## config.mk

```make
export PLATFORM = sky130hd
export DESIGN_NAME = scope_edge_trigger_search
export DESIGN_NICKNAME = d
export VERILOG_FILES = /design/src/design/setrig_pkg.sv /design/src/design/setrig_csr.sv /design/src/design/setrig_ctrl.sv /design/src/design/setrig_dp.sv /design/src/design/scope_edge_trigger_search.sv
export VERILOG_INCLUDE_DIRS = /design/src /design/src/design
export SDC_FILE = /design/constraint.sdc
export NUM_CORES = 1
export LEC_CHECK = 0
export BUFFER_PORTS_ARGS = -buffer_cell sky130_fd_sc_hd__buf_4
export CORE_MARGIN = 2
export CORE_UTILIZATION = 40
export CTS_CLUSTER_SIZE = 24
export DETAILED_ROUTE_END_ITERATION = 8
export PLACE_DENSITY = 0.55
export SLEW_MARGIN = 25
export SYNTH_ARGS = -nofsm -noshare
export SYNTH_HDL_FRONTEND = slang
export SYNTH_SLANG_ARGS = --single-unit
```

## constraint.sdc

```tcl
create_clock -name clock -period 13 [get_ports clock]
set_input_delay 2.6 -clock clock [delete_from_list [all_inputs] [get_ports clock]]
set_output_delay 2.6 -clock clock [all_outputs]
set_load 0.02 [all_outputs]
```

## src/design/scope_edge_trigger_search_macros.svh

```systemverilog
// Assertion macros shared by the edge-trigger search modules.
// Included by the controller and the datapath; needs nothing else.
`ifndef SCOPE_EDGE_TRIGGER_SEARCH_MACROS_SVH
`define SCOPE_EDGE_TRIGGER_SEARCH_MACROS_SVH

// same-cycle implication
`define SETRIG_ASSERT_NOW(lbl, clk, rst, ante, cons, msg) \
   lbl: assert property (@(posedge clk) disable iff (rst) (ante) |-> (cons)) \
      else $error(msg);

// next-cycle implication
`define SETRIG_ASSERT_NEXT(lbl, clk, rst, ante, cons, msg) \
   lbl: assert property (@(posedge clk) disable iff (rst) (ante) |=> (cons)) \
      else $error(msg);

`endif

```

## src/design/setrig_pkg.sv

```systemverilog
// Shared types and constants of the edge-trigger search block.
// Used by the register file, controller, datapath and top level.
package setrig_pkg;

   localparam int SETRIG_RECORD_DEPTH = 4096;
   localparam int FRAC_BITS           = 12;   // fraction bits of the window start
   localparam int OUT_W               = 12;   // start_index / subsample width
   localparam int SAMPLE_W            = 16;
   localparam int LEN_W               = 13;
   localparam int CSR_INDEX_W         = 3;
   localparam int CSR_DATA_W          = 16;
   localparam int RSP_DATA_W          = 2 * OUT_W;
   localparam int CNT_W               = $clog2(FRAC_BITS);

   typedef enum logic [CSR_INDEX_W-1:0] {
      CSR_TRIGGER_LEVEL = 3'd0,
      CSR_HYSTERESIS    = 3'd1,
      CSR_FALLING_EDGE  = 3'd2,
      CSR_RECORD_LENGTH = 3'd3,
      CSR_WINDOW_LENGTH = 3'd4
   } csr_index_type;

   typedef struct packed {
      logic [15:0]      trigger_level;   // two's complement Q1.15
      logic [14:0]      hysteresis;
      logic             falling_edge;
      logic [LEN_W-1:0] record_length;
      logic [LEN_W-1:0] window_length;
   } cfg_type;

   typedef enum logic [2:0] {
      ST_IDLE,
      ST_TEST,
      ST_DIVIDE,
      ST_PLACE,
      ST_KEEP,
      ST_ADVANCE,
      ST_EMIT
   } ctrl_state_type;

   typedef struct packed {
      logic take;       // request port open
      logic test;       // check the pair, load divider
      logic div_step;   // one quotient bit
      logic place;      // form window start
      logic keep;       // fit check, update best
      logic advance;    // shift sample, bump index
      logic emit;       // load result, clear search
   } dp_cmd_type;

   typedef struct packed {
      logic fired;
      logic rec_end;
      logic out_free;
   } dp_sts_type;

endpackage

```

## src/design/setrig_csr.sv

```systemverilog
// Configuration registers of the edge-trigger search block.
// Depends on setrig_pkg.
module setrig_csr
   import setrig_pkg::*;
(
   input  logic                   clock,
   input  logic                   reset,
   input  logic                   csr_we,
   input  logic [CSR_INDEX_W-1:0] csr_index,
   input  logic [CSR_DATA_W-1:0]  csr_wdata,
   output cfg_type                cfg
);

   cfg_type cfg_ff;

   always_ff @(posedge clock) begin
      if (reset) begin
         cfg_ff.trigger_level <= 16'd0;
         cfg_ff.hysteresis    <= 15'd655;
         cfg_ff.falling_edge  <= 1'b0;
         cfg_ff.record_length <= 13'd4096;
         cfg_ff.window_length <= 13'd64;
      end else if (csr_we) begin
         unique case (csr_index)
            CSR_TRIGGER_LEVEL: cfg_ff.trigger_level <= csr_wdata[15:0];
            CSR_HYSTERESIS:    cfg_ff.hysteresis    <= csr_wdata[14:0];
            CSR_FALLING_EDGE:  cfg_ff.falling_edge  <= csr_wdata[0];
            CSR_RECORD_LENGTH: cfg_ff.record_length <= csr_wdata[LEN_W-1:0];
            CSR_WINDOW_LENGTH: cfg_ff.window_length <= csr_wdata[LEN_W-1:0];
            default: ;
         endcase
      end
   end

   assign cfg = cfg_ff;

endmodule

```

## src/design/setrig_ctrl.sv

```systemverilog
// Sequencer of the edge-trigger search: one request at a time through
// test, divide, place, keep, advance and emit steps. Depends on setrig_pkg.
`include "scope_edge_trigger_search_macros.svh"
module setrig_ctrl
   import setrig_pkg::*;
(
   input  logic       clock,
   input  logic       reset,
   input  logic       req_tvalid,
   input  dp_sts_type sts,
   output dp_cmd_type cmd
);

   ctrl_state_type   state_ff, state_in;
   logic [CNT_W-1:0] cnt_ff, cnt_in;

   always_ff @(posedge clock) begin
      if (reset) begin
         state_ff <= ST_IDLE;
         cnt_ff   <= '0;
      end else begin
         state_ff <= state_in;
         cnt_ff   <= cnt_in;
      end
   end

   always_comb begin
      state_in = state_ff;
      cnt_in   = cnt_ff;
      cmd      = '0;
      unique case (state_ff)
         ST_IDLE: begin
            cmd.take = 1'b1;
            if (req_tvalid) begin
               state_in = ST_TEST;
            end
         end
         ST_TEST: begin
            cmd.test = 1'b1;
            cnt_in   = '0;
            state_in = sts.fired ? ST_DIVIDE : ST_ADVANCE;
         end
         ST_DIVIDE: begin
            cmd.div_step = 1'b1;
            cnt_in       = cnt_ff + 1'b1;
            if (cnt_ff == CNT_W'(FRAC_BITS - 1)) begin
               state_in = ST_PLACE;
            end
         end
         ST_PLACE: begin
            cmd.place = 1'b1;
            state_in  = ST_KEEP;
         end
         ST_KEEP: begin
            cmd.keep = 1'b1;
            state_in = ST_ADVANCE;
         end
         ST_ADVANCE: begin
            cmd.advance = 1'b1;
            state_in    = sts.rec_end ? ST_EMIT : ST_IDLE;
         end
         ST_EMIT: begin
            // hold here while the previous result is still unclaimed
            if (sts.out_free) begin
               cmd.emit = 1'b1;
               state_in = ST_IDLE;
            end
         end
         default: state_in = ST_IDLE;
      endcase
   end

   `SETRIG_ASSERT_NOW(a_place_after_div, clock, reset, state_ff == ST_PLACE, ($past(state_ff) == ST_DIVIDE) && ($past(cnt_ff) == CNT_W'(FRAC_BITS - 1)), "place entered without a full divide")
   `SETRIG_ASSERT_NOW(a_emit_free, clock, reset, cmd.emit, sts.out_free, "result loaded over an unclaimed one")
   `SETRIG_ASSERT_NEXT(a_take_to_test, clock, reset, req_tvalid && cmd.take, state_ff == ST_TEST, "accepted request not tested next")

endmodule

```

## src/design/setrig_dp.sv

```systemverilog
// Datapath of the edge-trigger search: hysteresis trigger, restoring
// fraction divider, window placement and result register. Uses setrig_pkg.
`include "scope_edge_trigger_search_macros.svh"
module setrig_dp
   import setrig_pkg::*;
#(
   parameter int RECORD_DEPTH = SETRIG_RECORD_DEPTH
) (
   input  logic                  clock,
   input  logic                  reset,
   input  cfg_type               cfg,
   input  dp_cmd_type            cmd,
   output dp_sts_type            sts,
   input  logic                  req_tvalid,
   input  logic [SAMPLE_W-1:0]   req_sample,
   input  logic                  rsp_tready,
   output logic                  rsp_tvalid,
   output logic                  rsp_found,
   output logic [OUT_W-1:0]      rsp_start_index,
   output logic [OUT_W-1:0]      rsp_subsample
);

   localparam logic [LEN_W-1:0] DEPTH_CAP =
      (RECORD_DEPTH > (2**LEN_W - 1)) ? LEN_W'(2**LEN_W - 1) : LEN_W'(RECORD_DEPTH);
   localparam int POS_W = LEN_W + FRAC_BITS + 3;
   localparam int FR_W  = FRAC_BITS + 1;

   // search state
   logic [SAMPLE_W-1:0] prev_ff, cur_ff;
   logic                armed_ff;
   logic [LEN_W-1:0]    index_ff;
   logic                have_ff;
   logic [OUT_W-1:0]    kept_start_ff, kept_frac_ff;

   // divider
   logic [17:0]          rem_ff;
   logic [16:0]          den_ff;
   logic [FRAC_BITS-1:0] quo_ff;
   logic                 spec_ff, spec_one_ff;

   logic signed [POS_W-1:0] pos_ff;

   // result register
   logic             rsp_valid_ff, found_ff;
   logic [OUT_W-1:0] start_ff, sub_ff;

   logic [LEN_W-1:0]   total;
   logic signed [17:0] level_x, hyst_x, low_x, high_x, prev_x, cur_x, num_x, den_x;
   logic [16:0]        num_mag, den_mag;
   logic               pair_ok, arm_set, hit, arm_next, spec_zero, spec_one;
   logic [17:0]        rem_sh;
   logic               rem_ge;
   logic [FR_W-1:0]    frac;
   logic signed [POS_W-1:0] pos_new, win_full, end_x, limit_x;
   logic               fits;
   logic [LEN_W-1:0]   index_next;
   logic               result_ok;

   assign total = (cfg.record_length > DEPTH_CAP) ? DEPTH_CAP : cfg.record_length;

   assign level_x = {{2{cfg.trigger_level[15]}}, cfg.trigger_level};
   assign hyst_x  = {3'b000, cfg.hysteresis};
   assign low_x   = level_x - hyst_x;
   assign high_x  = level_x + hyst_x;
   assign prev_x  = {{2{prev_ff[SAMPLE_W-1]}}, prev_ff};
   assign cur_x   = {{2{cur_ff[SAMPLE_W-1]}}, cur_ff};
   assign num_x   = level_x - prev_x;
   assign den_x   = cur_x - prev_x;
   assign num_mag = num_x[17] ? 17'(-num_x) : num_x[16:0];
   assign den_mag = den_x[17] ? 17'(-den_x) : den_x[16:0];

   assign pair_ok = (index_ff != '0);

   always_comb begin
      if (cfg.falling_edge) begin
         arm_set = (prev_x > high_x);
         hit     = (cur_x <= low_x);
      end else begin
         arm_set = (prev_x < low_x);
         hit     = (cur_x >= high_x);
      end
   end

   assign arm_next  = armed_ff | arm_set;
   assign sts.fired = pair_ok & arm_next & hit;

   // level at or behind prev or flat pair -> 0, level at or past curr -> 1
   assign spec_zero = (den_x == '0) || (num_x == '0) || (num_x[17] != den_x[17]);
   assign spec_one  = !spec_zero && (num_mag >= den_mag);

   assign rem_sh = {rem_ff[16:0], 1'b0};
   assign rem_ge = (rem_sh >= {1'b0, den_ff});

   always_comb begin
      if (spec_ff) begin
         frac = spec_one_ff ? FR_W'(2**FRAC_BITS) : '0;
      end else begin
         frac = {1'b0, quo_ff};
      end
   end

   // start = (i - 1) + fraction - window / 2, in units of 2^-FRAC_BITS
   assign pos_new = signed'({3'b000, index_ff - 1'b1, {FRAC_BITS{1'b0}}})
                  + signed'(POS_W'(frac))
                  - signed'({4'b0000, cfg.window_length, {(FRAC_BITS-1){1'b0}}});
   assign win_full = signed'({3'b000, cfg.window_length, {FRAC_BITS{1'b0}}});
   assign limit_x  = signed'({3'b000, total, {FRAC_BITS{1'b0}}});
   assign end_x    = pos_ff + win_full;
   assign fits     = !pos_ff[POS_W-1] && (end_x <= limit_x);

   assign index_next  = index_ff + 1'b1;
   assign sts.rec_end = (index_next >= total);
   assign sts.out_free = !rsp_valid_ff || rsp_tready;

   assign result_ok = have_ff && (cfg.window_length >= LEN_W'(2))
                   && ({1'b0, total} >= ({1'b0, cfg.window_length} + (LEN_W+1)'(2)));

   always_ff @(posedge clock) begin
      if (reset) begin
         prev_ff       <= '0;
         armed_ff      <= 1'b0;
         index_ff      <= '0;
         have_ff       <= 1'b0;
         kept_start_ff <= '0;
         kept_frac_ff  <= '0;
      end else begin
         if (cmd.test && pair_ok) begin
            armed_ff <= arm_next & ~hit;
         end
         if (cmd.keep && fits) begin
            have_ff       <= 1'b1;
            kept_start_ff <= pos_ff[FRAC_BITS +: OUT_W];
            kept_frac_ff  <= OUT_W'(pos_ff[FRAC_BITS-1:0]);
         end
         if (cmd.advance) begin
            prev_ff  <= cur_ff;
            index_ff <= index_next;
         end
         if (cmd.emit) begin
            prev_ff       <= '0;
            armed_ff      <= 1'b0;
            index_ff      <= '0;
            have_ff       <= 1'b0;
            kept_start_ff <= '0;
            kept_frac_ff  <= '0;
         end
      end
   end

   always_ff @(posedge clock) begin
      if (req_tvalid && cmd.take) begin
         cur_ff <= req_sample;
      end
      if (cmd.test) begin
         rem_ff      <= {1'b0, num_mag};
         den_ff      <= den_mag;
         quo_ff      <= '0;
         spec_ff     <= spec_zero | spec_one;
         spec_one_ff <= spec_one;
      end else if (cmd.div_step) begin
         rem_ff <= rem_ge ? (rem_sh - {1'b0, den_ff}) : rem_sh;
         quo_ff <= {quo_ff[FRAC_BITS-2:0], rem_ge};
      end
      if (cmd.place) begin
         pos_ff <= pos_new;
      end
   end

   always_ff @(posedge clock) begin
      if (reset) begin
         rsp_valid_ff <= 1'b0;
      end else if (cmd.emit) begin
         rsp_valid_ff <= 1'b1;
      end else if (rsp_tready) begin
         rsp_valid_ff <= 1'b0;
      end
   end

   always_ff @(posedge clock) begin
      if (cmd.emit) begin
         found_ff <= result_ok;
         start_ff <= result_ok ? kept_start_ff : '0;
         sub_ff   <= result_ok ? kept_frac_ff : '0;
      end
   end

   assign rsp_tvalid      = rsp_valid_ff;
   assign rsp_found       = found_ff;
   assign rsp_start_index = start_ff;
   assign rsp_subsample   = sub_ff;

   `SETRIG_ASSERT_NEXT(a_emit_clears, clock, reset, cmd.emit, (index_ff == '0) && !have_ff && !armed_ff, "search not cleared after result")
   `SETRIG_ASSERT_NEXT(a_keep_sets_have, clock, reset, cmd.keep && fits, have_ff, "fitting start not recorded")
   `SETRIG_ASSERT_NOW(a_miss_zero, clock, reset, rsp_valid_ff && !found_ff, (start_ff == '0) && (sub_ff == '0), "empty result carries a nonzero start")

endmodule

```

## src/design/scope_edge_trigger_search.sv

```systemverilog
// Edge-trigger search with hysteresis over one record of Q1.15 samples.
//
// req_ channel: one sample per request, oldest first (req_tdata[15:0]).
// rsp_ channel: one result at the end of each record: found on rsp_tuser,
// the integer window start and its Q0.12 fraction on rsp_tdata. csr_ port:
// write enable, register index and data; writes land at the clock edge.
// The user must write only while idle; the block does not enforce it.
//
// Each request passes accept, trigger test and advance. A request that
// fires the trigger also passes the restoring divider that forms the
// crossing fraction, one bit a cycle, then the place and keep steps
// that place and check the window. The request that ends a record also
// loads the result register, which raises rsp_tvalid.
// A result waits in the output register; the next samples are taken
// meanwhile, and only a record end stalls until the waiting result leaves.
// Reset (synchronous) restores the register defaults, empties the result
// register and starts a fresh record.
module scope_edge_trigger_search
   import setrig_pkg::*;
#(
   parameter int RECORD_DEPTH = SETRIG_RECORD_DEPTH
) (
   input  logic                   clock,
   input  logic                   reset,
   input  logic                   req_tvalid,
   output logic                   req_tready,
   input  logic [SAMPLE_W-1:0]    req_tdata,   // [15:0] sample
   output logic                   rsp_tvalid,
   input  logic                   rsp_tready,
   output logic [RSP_DATA_W-1:0]  rsp_tdata,   // [11:0] start_index, [23:12] subsample
   output logic                   rsp_tuser,   // [0] found
   input  logic                   csr_we,
   input  logic [CSR_INDEX_W-1:0] csr_index,
   input  logic [CSR_DATA_W-1:0]  csr_wdata
);

   cfg_type          cfg;
   dp_cmd_type       cmd;
   dp_sts_type       sts;
   logic             found;
   logic [OUT_W-1:0] start_index, subsample;

   setrig_csr u_csr (
      .clock     (clock),
      .reset     (reset),
      .csr_we    (csr_we),
      .csr_index (csr_index),
      .csr_wdata (csr_wdata),
      .cfg       (cfg)
   );

   setrig_ctrl u_ctrl (
      .clock      (clock),
      .reset      (reset),
      .req_tvalid (req_tvalid),
      .sts        (sts),
      .cmd        (cmd)
   );

   setrig_dp #(
      .RECORD_DEPTH (RECORD_DEPTH)
   ) u_dp (
      .clock           (clock),
      .reset           (reset),
      .cfg             (cfg),
      .cmd             (cmd),
      .sts             (sts),
      .req_tvalid      (req_tvalid),
      .req_sample      (req_tdata),
      .rsp_tready      (rsp_tready),
      .rsp_tvalid      (rsp_tvalid),
      .rsp_found       (found),
      .rsp_start_index (start_index),
      .rsp_subsample   (subsample)
   );

   assign req_tready = cmd.take;
   assign rsp_tdata  = {subsample, start_index};
   assign rsp_tuser  = found;

endmodule

```

After elaboration in Yosys (flattened, before gate mapping)
Index checks and enable logic that the tools add are counted.
{ "word_totals": {"ff_bits": 238, "out_inout_bits": 27, "elab_cells": 125} }
{ "classes": {"addsub": 14, "order_cmp": 11, "n_eq_ne": 15, "n_mux": 27, "n_bitwise": 6, "n_reduce_logical": 28} }
{ "op_table": {"columns": ["op", "n"], "rows": [
  ["$mux 17", 5],
  ["$sub 16x16->17", 3],
  ["$mux 13", 3],
  ["$logic_not 18->1", 2],
  ["$neg 17->17", 2],
  ["$add 28x26->28", 1],
  ["$le 28x26->1", 1],
  ["$sub 28x25->28", 1],
  ["$add 25x13->26", 1],
  ["$pmux 3 s7", 1],
  ["$ge 18x17->1", 1],
  ["$add 16x16->17", 1],
  ["$ge 16x17->1", 1],
  ["$ge 17x17->1", 1],
  ["$gt 16x17->1", 1],
  ["$le 16x17->1", 1],
  ["$lt 16x17->1", 1],
  ["$sub 17x17->17", 1],
  ["$mux 3", 5],
  ["$add 13x2->14 const B", 1],
  ["$ge 13x14->1", 1],
  ["$add 13x1->13 const B", 1],
  ["$ge 13x13->1", 1],
  ["$ge 13x2->1 const B", 1],
  ["24 further kinds", 63]
]} }

Logic depth before layout (Yosys ltp)
Gate-level depths: netlist of the first run.
{ "logic_depth": {"depth_word": 8, "depth_mapped": 25, "depth_no_buf": 24} }

Hierarchy
From an unflattened synthesis of the first run, not the netlist that was laid out.
{ "unflattened": {"cells_unflattened": 2161, "hier_area_um2": 19412.4} }
{ "by_module_without_submodules": {"columns": ["mod", "n_inst", "cells_each", "area_each_um2", "seq_area_each_um2"], "rows": [
  ["setrig_dp", 1, 1886, 16562.1, 4484.3],
  ["setrig_csr", 1, 221, 2382.3, 1161.1],
  ["setrig_ctrl", 1, 54, 467.9, 140.1]
]} }

Worst setup path after synthesis of the first run
OpenSTA, ideal clock, no wires.
{ "synth_timing": {"path_kind": "input -> register", "from": "input rsp_tready", "to": "register u_dp.index_ff[0]", "t_arrival_ps": 4794, "setup_slack_ps": 8078, "cell_stages": 6, "cell_sequence": "nand2b_1 nor2b_1 or2_2 clkbuf_1 buf_1 nor2_1"} }
{ "synth_lines": {"columns": ["element", "line_no", "rtl"], "rows": [
  ["start, declared", "scope_edge_trigger_search.sv:29", "input logic rsp_tready,"],
  ["end signal, assigned", "setrig_dp.sv:137", "index_ff <= index_next;"],
  ["end, declared", "setrig_dp.sv:31", "logic [LEN_W-1:0] index_ff;"]
]} }

Worst setup path in the final report of the first run
{ "layout_timing": {"from": "register u_dp.cur_ff[0]", "to": "register u_dp.spec_ff, data pin"} }
{ "layout_via": {"elab_cells_between_ends": 11} }
{ "layout_lines": {"columns": ["element", "line_no", "rtl"], "rows": [
  ["start, declared", "setrig_dp.sv:29", "logic [SAMPLE_W-1:0] prev_ff, cur_ff;"],
  ["start signal, assigned", "setrig_dp.sv:152", "cur_ff <= req_sample;"],
  ["$sub 16x16->17 (*)", "setrig_dp.sv:68", "assign den_x = cur_x - prev_x;"],
  ["$neg 17->17", "setrig_dp.sv:70", "assign den_mag = den_x[17] ? 17'(-den_x) : den_x[16:0];"],
  ["$mux 17 (*)", "setrig_dp.sv:70", null],
  ["named net u_dp.den_mag[2]", "setrig_dp.sv:49", "logic [16:0] num_mag, den_mag;"],
  ["$ge 17x17->1 (*)", "setrig_dp.sv:89", "assign spec_one = !spec_zero && (num_mag >= den_mag);"],
  ["$logic_and 1x1->1 (*)", "setrig_dp.sv:89", null],
  ["$or 1x1->1 (*)", "setrig_dp.sv:158", "spec_ff <= spec_zero | spec_one;"],
  ["end signal, assigned", "setrig_dp.sv:158", null],
  ["end, declared", "setrig_dp.sv:39", "logic spec_ff, spec_one_ff;"]
]} }
The timed path passes the listed nets; every way through them passes the cells marked *.
A chain may end at the register's enable or synchronous reset.

==> impl_metrics.py, run 1 <==
metrics = {
    "sta": {
        "max_slew_margin_pct": 24.7,
        "hold_viol": 0,
        "finClkSkew_ps": 11.1,
        "period_share_pct": 41.0,
        "tightest_slew_ps": 1120,
        "setup_tns_ps": 0,
        "period_needed_ps": 5330,
        "setup_viol": 0,
        "fmax_mhz": 188,
        "rsz0062_at_grt": "no",
        "maxSlewViolCount": 0,
    },
    "critical_path": {
        "path_max_fanout": 8,
        "r2r_end": "u_dp.spec_ff",
        "timing.rr.start": "u_dp.cur_ff[0]",
        "cp.required_ps": 13330,
        "crit_path_cell_trace": "inv_1 > ha_1 > inv_1 > fa_1 > a21o_1 > a21o_1 > a211oi_1 > o211ai_1 > a21o_1 > a221oi_1 > a22oi_1 > nor2_1 > xnor2_1 > inv_1 > ha_1 > a21oi_1 > nand2_1 > a211oi_1 > o21ai_0 > a21oi_1 > o21ai_0 > a41oi_1 > nand2b_1",
        "critical_path_class": "flip-flop to flip-flop",
        "critPathMaxStageDelay_ps": 420,
        "critPathArrivalTime_ps": 5660,
        "critPathSlowestCell": "edfxtp_1",
        "rr_worst_depth": 23,
        "cp-start-kind": "flip-flop",
        "rrSetupSlack_ps": 7670,
        "cp-end-kind": "flip-flop",
    },
    "clocking": {
        "cts_tree": "built",
        "postCtsSetupBuffers": 0,
        "cts_resized": 0,
        "path_clk_slew_ps": 60,
        "h-tree-depth": 1,
        "insertion_delay_ps": 580,
        "ctsHoldBuffers": 0,
        "clock_path_buffers": 3,
        "cts_buffers": 28,
        "clkSinkCount": 238,
        "root_buffer": "clkbuf_16",
    },
    "power": {
        "p_per_area_mw_per_mm2": 135,
        "ir_worst_vdd_mv": 0.109,
        "power_leakage_nw": 8.55,
        "p_total_mw": 2.74,
    },
    "run_status": {
        "outcome": "completed",
    },
    "layout": {
        "final_core_util_pct": 44.9,
        "area_delta_synth_final_pct": 11.7,
        "layout.nets": 2411,
        "diodes": 0,
        "design_area_sq_mm": 0.0203,
        "drive_gt1_share_pct": 7.66,
        "final_common_cell": "nand2_1",
        "layout_common_cells": "nand2_1 (247), ha_1 (232), nor2_1 (169)",
    },
    "synthesis": {
        "ys_seq_area_share_pct": 32.1,
        "syn_avg_cell_area_sq_um": 8.65,
        "synth.distinct_cells": 86,
        "synth_area_sq_mm": 0.0181,
        "synthesis.nets": 2376,
        "yosysWarnings": 0,
        "async_reset_ff_share_pct": 0,
        "netlist_instances": 2097,
        "synthFlopType": "dfxtp_1",
        "synth-edff-count": 105,
        "ys_seq_elements": 238,
    },
    "worst_hold_path": {
        "min_delay_path_depth": 2,
        "hp-start": "u_csr.cfg[21]",
        "min_path_type": "flip-flop to flip-flop",
        "hold_end": "u_csr.cfg[21]",
    },
    "drt": {
        "avgRoutedWirePerCell_microns": 17.6,
        "vias": 14800,
        "drt-initial-drc-count": 865,
        "ant_nets": 0,
        "drc": 0,
        "first_pass_iters": 5,
        "vias_per_cell": 5.36,
        "totalWireLength_microns": 48400,
    },
    "floorplan": {
        "pin_count": 67,
        "rows": 78,
        "die_height_microns": 217,
        "fp.dieW_microns": 217,
        "start_util_pct": 40.2,
        "dieArea_sq_mm": 0.0471,
        "core_sq_mm": 0.0451,
    },
    "grt": {
        "grt_pass1_vias": 14200,
        "grt_usage_pct": 20.3,
        "grt_pass1_wl_microns": 76500,
        "grt_max_degree": 71,
        "overflow": 0,
        "antenna_found_initial": 0,
    },
    "place": {
        "hpwlAfterDp_microns": 38400,
        "dpl_cell_area_sq_mm": 0.0192,
        "place_congestion": 0.908,
        "port_buffers": 66,
    },
    "job": {
        "drv_cap": 0,
    },
}
state kept, by name, indices dropped and copies added (netlist names), 3 cells and up:
register              cells
u_dp.rsp_start_index     12
u_dp.kept_frac_ff        12
u_ctrl.state_ff           3
u_dp.rsp_subsample       12
u_dp.prev_ff             16
u_dp.rem_ff              17
u_dp.index_ff            13
u_dp.den_ff              17
u_dp.pos_ff              28
u_ctrl.cnt_ff             4
u_csr.cfg                58
u_dp.cur_ff              16
u_dp.kept_start_ff       12
u_dp.quo_ff              12
cell type report:
cell class / count / area [sq um]
fill: 4375 / 24800
multi-input combinational: 1637 / 11500
sequential: 238 / 5820
tap: 600 / 751
clock buffer: 31 / 712
timing repair buffer: 78 / 613
inverter: 149 / 559
clock inverter: 21 / 289
power by group:
| part | switching, mW | total [mW] | internal (mW) |
|---|---|---|---|
| Clock | 0.340 | 0.857 | 0.517 |
| Combinational | 0.567 | 0.982 | 0.415 |
| Sequential | 0.0401 | 0.898 | 0.858 |
worst max-delay path by stage:
stage,start,slack (ps),to
6_report,u_dp.cur_ff[0],7670,u_dp.spec_ff
5_1_grt,u_dp.cur_ff[0],7090,u_dp.spec_ff
4_1_cts,u_dp.cur_ff[0],7670,u_dp.spec_ff
3_5_place_dp,u_dp.cur_ff[0],7690,u_dp.spec_one_ff
3_3_place_gp,u_dp.cur_ff[0],7770,u_dp.spec_ff
2_1_floorplan,rsp_tready,8080,u_dp.index_ff[0]
worst max-delay path, delay by kind of cell, from the launching register on:
family                   cells  cell delay (ps)
AO/OA/AOI/OAI               13             2990
XOR/XNOR                     1              150
adder cells (fa/ha/maj)      3              890
buffers and inverters        3              270
flip-flops                   1              420
AND/OR/NAND/NOR              3              360
metrics by stage:
| step | setup WS (ps) | std cells | hold WS [ps] |
|---|---|---|---|
| final | 7670 | 2754 | 459 |
| after global routing | 7090 | 2754 | 484 |
| after CTS | 7670 | 2753 | 459 |
| after detailed placement | 7690 | 2701 | 449 |
| after global placement | 7770 | 2699 | 446 |
| after floorplan | 8080 | 2097 | 426 |
kinds of logic after synthesis:
| kind of cell | after synthesis | share of synthesized area (%) |
|---|---|---|
| DFF | 238 | 32.1 |
| AOI/OAI and AO/OA | 459 | 16.4 |
| muxes | 47 | 2.61 |
| adders and majority gates | 242 | 16.9 |
| buffers and inverters | 222 | 4.70 |
| xor gates and xnor gates | 166 | 8.09 |
| and+or+nand+nor | 723 | 19.2 |
Yosys cell counts, types with 26 or more instances:
cell | n | area, sq um
inv_1 | 149 | 559
nand2b_1 | 26 | 163
ha_1 | 232 | 2900
nand2_1 | 247 | 927
mux2i_1 | 44 | 440
edfxtp_1 | 105 | 3150
a21o_1 | 36 | 270
and2_1 | 34 | 213
xor2_1 | 48 | 420
nand3_1 | 48 | 240
xnor2_1 | 117 | 1020
a21oi_1 | 160 | 801
o21ai_0 | 82 | 410
nor2_1 | 171 | 642
nor3_1 | 41 | 205
clkbuf_1 | 53 | 199
nor2b_1 | 39 | 244
dfxtp_1 | 133 | 2660
per-layer routing:
layer  routed length [microns]  track usage (%)  vias up
met4                      1080             5.16        0
met3                      2360             2.04       67
met2                     20900             32.2      310
met1                     24100             29.5     6884
li1                          -                -     7497
met5                         0                0        -
No activity file was read; power rests on OpenSTA's default activity.
==> run 2: changes to the inputs <==
--- a/config.mk
+++ b/config.mk
@@ -11,7 +11,7 @@
 export CORE_UTILIZATION = 40
 export CTS_CLUSTER_SIZE = 24
 export DETAILED_ROUTE_END_ITERATION = 8
-export PLACE_DENSITY = 0.55
+export PLACE_DENSITY = 0.57
 export SLEW_MARGIN = 25
 export SYNTH_ARGS = -nofsm -noshare
 export SYNTH_HDL_FRONTEND = slang
==> constraint.sdc (replaced) <==
create_clock -name clock -period 4.86 [get_ports clock]
set_input_delay 0.972 -clock clock [delete_from_list [all_inputs] [get_ports clock]]
set_output_delay 0.972 -clock clock [all_outputs]
set_load 0.02 [all_outputs]
==> run 2 against run 1 <==
Effect of this change: combinational power rose to 2.8 times the previous value; sequential share of layout area fell by 0.56 points; routed wire length rose by 1.7%; clock power rose to 2.7 times the previous value; register-to-register slack got worse by 7500 ps; die area did not move; clock-buffer cell count rose by 2.
==> impl_metrics.py, run 2 (same netlist as run 1, synthesis figures left out) <==
metrics = {
    "drt": {
        "avgRoutedWirePerCell_microns": 17.7,
        "totalWireLength_microns": 49200,
        "ant_nets": 0,
        "vias_per_cell": 5.40,
        "drc": 0,
        "vias": 15100,
        "first_pass_iters": 5,
        "drt-initial-drc-count": 947,
    },
    "worst_hold_path": {
        "min_path_type": "flip-flop to flip-flop",
    },
    "critical_path": {
        "critical_path_class": "flip-flop to flip-flop",
        "cp-start-kind": "flip-flop",
        "path_max_fanout": 4,
        "cp-end-kind": "flip-flop",
        "critPathArrivalTime_ps": 4990,
        "cp.required_ps": 5200,
    },
    "grt": {
        "grt_usage_pct": 20.7,
        "grt_max_degree": 71,
        "met2_usage_pct": 32.1,
        "overflow": 0,
        "grt_pass1_vias": 14600,
        "grt_util_met3_pct": 2.22,
        "busiest_layer": "met2",
        "use_met1_pct": 30.1,
        "grt_pass1_wl_microns": 78100,
        "antenna_found_initial": 1,
    },
    "power": {
        "p_total_mw": 7.51,
        "p_per_area_mw_per_mm2": 364,
        "power_leakage_nw": 8.77,
        "ir_worst_vdd_mv": 0.288,
    },
    "sta": {
        "maxSlewViolCount": 0,
        "hold-worst-slack_ps": 456,
        "tightest_slew_ps": 1010,
        "hold_viol": 0,
        "setup_tns_ps": 0,
        "fmax_mhz": 215,
        "period_share_pct": 95.7,
        "finClkSkew_ps": 14.8,
        "period_needed_ps": 4650,
        "setup_viol": 0,
        "max_slew_margin_pct": 32.8,
    },
    "floorplan": {
        "die_height_microns": 217,
        "pin_count": 67,
        "start_util_pct": 40.2,
        "fp.dieW_microns": 217,
        "dieArea_sq_mm": 0.0471,
        "core_sq_mm": 0.0451,
        "rows": 78,
    },
    "place": {
        "place_congestion": 0.938,
        "hpwlAfterDp_microns": 38800,
        "port_buffers": 66,
        "dpl_cell_area_sq_mm": 0.0195,
    },
    "clocking": {
        "ctsHoldBuffers": 0,
        "h-tree-depth": 1,
        "cts_tree": "built",
        "root_buffer": "clkbuf_16",
        "clkSinkCount": 238,
        "insertion_delay_ps": 590,
        "cts_buffers": 28,
        "clock_path_buffers": 3,
        "path_clk_slew_ps": 60,
    },
    "layout": {
        "largest_reg_flops": 58,
        "drive_gt1_share_pct": 10.2,
        "final_common_cell": "nand2_1",
        "multiInputGateArea_sq_mm": 0.0116,
        "seqCellArea_sq_mm": 0.00582,
        "design_area_sq_mm": 0.0207,
        "final_core_util_pct": 45.8,
        "nFillCells": 4437,
        "diodes": 0,
        "layout_common_cells": "nand2_1 (247), ha_1 (232), nor2_1 (170)",
        "layout.nets": 2446,
        "area_delta_synth_final_pct": 13.9,
    },
    "run_status": {
        "outcome": "completed",
    },
    "job": {
        "drv_cap": 0,
    },
}
==> run 2: cell types whose count changed in the layout (fill, tap and decap cells not counted), moves of 3 or more <==
| cell | delta |
|---|---|
| a21oi_1 | -4 |
| o21ai_0 | -4 |
| o21ai_1 | +3 |
| a211oi_2 | +3 |
| a211oi_1 | -3 |
| a21oi_2 | +4 |
| buf_4 | +36 |
==> run 2: final cells by class <==
class                           instances  area share, %
Tap cell                              600           3.63
Clock buffer                           33           3.73
Multi-Input combinational cell       1637           56.3
Timing Repair Buffer                  113           4.18
Clock inverter                         19           1.27
Inverter                              149           2.71
Sequential cell                       238           28.1
==> run 2: per-layer routing <==
metal | vias to the layer above | routed length (microns) | share of wire, %
met2 | 341 | 21100 | 43
met1 | 7056 | 24500 | 50
li1 | 7584 | - | -
met4 | 0 | 1320 | 2.7
met3 | 73 | 2370 | 4.8
met5 | - | 0 | 0
==> run 2: what timing repair did <==
| item | CTS | global route |
|---|---|---|
| resized for setup | 4 | 25 |
| pin swaps | 1 | 12 |
| setup buffers | 0 | 4 |
| setup endpoints to repair | 4 | 6 |
==> run 2: final timing paths <==
kind | from | endpoint | slack, ps | depth (start not counted)
max | u_dp.cur_ff[0] | u_dp.spec_ff | 210 | 18
min reg2reg | u_dp.have_ff | u_dp.have_ff | 460 | 2
min | u_dp.have_ff | u_dp.have_ff | 460 | 2
max reg2reg | u_dp.cur_ff[0] | u_dp.spec_ff | 210 | 18
==> run 2: metrics by stage <==
stage	instances	worst slack, ps
after floorplan	2097	255
final	2789	210
after detailed placement	2733	-27.7
after global placement	2732	55.8
after CTS	2785	-29.4
after global routing	2789	-52.6
==> run 2: worst max-delay path: stages, from the launching register on <==
cell and delay (ps):
edfxtp_1 390, inv_1 110, ha_1 170, inv_1 50, fa_1 380, a21o_1 170
a21o_1 220, a21o_1 190, a311o_1 420, nand4bb_1 200, or4b_4 570, nor4_4 290
nor2_1 80, xor2_1 220, ha_1 320, a211oi_2 240, o21bai_1 110, a41oi_2 180
nand2b_1 80
==> run 2: report_power, final <==
group / leakage, nW / total (mW) / switching, mW / internal [mW]
logic: 6.22 / 2.79 / 1.59 / 1.19
registers: 2.04 / 2.40 / 0.103 / 2.29
clock network: 0.500 / 2.33 / 0.918 / 1.41
total: 8.77 / 7.51 / 2.61 / 4.90
==> run 3: changes to the inputs <==
--- a/config.mk
+++ b/config.mk
@@ -6,6 +6,7 @@
 export SDC_FILE = /design/constraint.sdc
 export NUM_CORES = 1
 export LEC_CHECK = 0
+export ABC_AREA = 1
 export BUFFER_PORTS_ARGS = -buffer_cell sky130_fd_sc_hd__buf_4
 export CORE_MARGIN = 2
 export CORE_UTILIZATION = 40
==> run 3 against run 2 <==
Effect of this change: synthesized cell count up 13%; non-clock buffer count down 28; first-iteration DRC count is 11% higher; register-to-register slack better by 130 ps; fmax is 2.9% higher; largest cell class unchanged; routed wire length grew 5.0%; global-route usage rose by 1.2 points; critical endpoint is now u_ctrl.state_ff[2].
==> impl_metrics.py, run 3 <==
metrics = {
    "run_status": {
        "outcome": "completed",
    },
    "drt": {
        "met3WireLength_microns": 2930,
        "vias_per_cell": 5.16,
        "totalWireLength_microns": 51700,
        "top_layer": "met4",
        "ant_nets": 0,
        "dr_wl_met2_microns": 22700,
        "avgRoutedWirePerCell_microns": 17.0,
        "drc": 0,
        "met1_length_microns": 24500,
        "drt-initial-drc-count": 1055,
        "first_pass_iters": 5,
        "vias": 15700,
    },
    "sta": {
        "period_share_pct": 92.9,
        "rsz0062_at_grt": "no",
        "setup_viol": 0,
        "finClkSkew_ps": 38.4,
        "setup_tns_ps": 0,
        "worst_slack_ps": 343,
        "fmax_mhz": 221,
        "period_needed_ps": 4520,
        "hold_viol": 0,
        "tightest_slew_ps": 939,
        "hold-worst-slack_ps": 459,
        "max_slew_margin_pct": 37.2,
        "maxSlewViolCount": 0,
    },
    "layout": {
        "layout_common_cells": "nand2_1 (392), inv_1 (361), a21oi_1 (247)",
        "area_delta_synth_final_pct": 12.1,
        "layout.nets": 2706,
        "final_core_util_pct": 45.7,
        "final_common_cell": "nand2_1",
        "drive_gt1_share_pct": 7.63,
        "largest_reg_flops": 58,
    },
    "place": {
        "port_buffers": 66,
        "place_ws_ps": 306,
        "place_congestion": 0.934,
        "hpwlAfterDp_microns": 42100,
    },
    "grt": {
        "grt_max_degree": 50,
        "grt_pass1_wl_microns": 81100,
        "overflow": 0,
        "grt_pass1_vias": 14800,
        "grt_usage_pct": 21.9,
        "antenna_found_initial": 1,
    },
    "critical_path": {
        "cp-start-kind": "flip-flop",
        "critPathArrivalTime_ps": 5000,
        "cpMostUsedCell": "nand2_1",
        "critPathMaxStageDelay_ps": 430,
        "critical_path_class": "flip-flop to flip-flop",
        "path_delay_family": "compound AO/OA/AOI/OAI gates",
        "path_max_fanout": 7,
        "critPathSlowestCell": "ha_2",
        "cp-end-kind": "flip-flop",
        "cp.required_ps": 5340,
        "critPathBufInv": 4,
    },
    "clocking": {
        "insertion_delay_ps": 600,
        "path_clk_slew_ps": 70,
        "ctsHoldBuffers": 0,
        "clkSinkCount": 238,
        "root_buffer": "clkbuf_16",
        "h-tree-depth": 1,
        "clock_path_buffers": 3,
        "cts_tree": "built",
        "cts_buffers": 29,
    },
    "floorplan": {
        "start_util_pct": 40.7,
        "die_height_microns": 217,
        "pin_count": 67,
        "fp.dieW_microns": 217,
        "core_sq_mm": 0.0444,
        "rows": 77,
        "dieArea_sq_mm": 0.0469,
    },
    "synthesis": {
        "ys_seq_area_share_pct": 32.1,
        "synth.distinct_cells": 63,
        "async_reset_ff_share_pct": 0,
        "yosysMostFrequentCell": "nand2_1",
        "synth_top_area_share_pct": 17.4,
        "synthesis.nets": 2643,
        "yosysTopAreaCell": "edfxtp_1",
        "ys_seq_elements": 238,
        "yosysWarnings": 0,
        "netlist_instances": 2364,
        "ys_top_cells_by_area": "edfxtp_1 (17%), ha_1 (16%), dfxtp_1 (15%)",
        "synthFlopType": "dfxtp_1",
        "synth.top_cells.by_count": "nand2_1 (392), inv_1 (363), a21oi_1 (248)",
        "synth-edff-count": 105,
        "syn_avg_cell_area_sq_um": 7.65,
        "synth_area_sq_mm": 0.0181,
    },
    "power": {
        "p_total_mw": 8.67,
        "ir_worst_vdd_mv": 0.270,
        "p_per_area_mw_per_mm2": 427,
        "power_leakage_nw": 9.08,
    },
    "job": {
        "drv_cap": 0,
    },
    "worst_hold_path": {
        "min_path_type": "flip-flop to flip-flop",
    },
}
-- run 3: path summary, 6_finish.rpt --
check | start | end | slack [ps] | depth (start not counted)
worst min register to register | u_dp.kept_frac_ff[1] | u_dp.kept_frac_ff[1] | 460 | 2
worst max register to register | u_csr.cfg[46] | u_ctrl.state_ff[2] | 340 | 28
worst min-delay path | u_dp.kept_frac_ff[1] | u_dp.kept_frac_ff[1] | 460 | 2
worst max-delay path | u_csr.cfg[46] | u_ctrl.state_ff[2] | 340 | 28
-- run 3: kinds of logic after synthesis --
family          after synthesis  synth area share [%]
flops                       238                  32.1
xor+xnor                    147                  7.20
fa+ha+maj                   239                  16.8
buf+inv                     423                  8.97
mux                           1                0.0553
compound gates              493                  15.2
simple gates                823                  19.7
-- run 3: area by class of cell --
cell class | count | area (sq um)
multi-input cells | 1703 | 10700
well taps | 592 | 741
diodes | 1 | 2.50
repair buffers | 85 | 638
clock buffers | 42 | 826
inverters | 370 | 1390
fillers | 4391 | 24100
flip-flops and latches | 238 | 5820
clock inverters | 12 | 138
-- run 3: metrics by stage --
stage	instance area (sq um)	cells
2_1_floorplan	18100	2364
3_3_place_gp	19300	2987
3_5_place_dp	19300	2987
4_1_cts	20200	3041
5_1_grt	20300	3042
6_report	20300	3043
-- run 3: timing repair --
action | CTS | global route
setup endpoints to repair | 0 | 6
buffers inserted | 0 | 1
gates resized for setup | 0 | 11
-- run 3: metal layers --
layer | up-vias | global-route usage (%)
li1 | 8036 | -
met1 | 7227 | 30.3
met2 | 375 | 35.1
met3 | 75 | 3.19
met4 | 0 | 6.78
met5 | - | 0
-- run 3: power by group --
part,switching [mW],internal [mW]
registers,0.141,2.42
logic,2.47,1.45
clock network,0.899,1.29
total,3.51,5.16
-- run 3: tightest hold or removal path, cell delays in order, from the launching register on --
cell and delay (ps):
dfxtp_1 310, nand2_1 60, a21oi_1 50
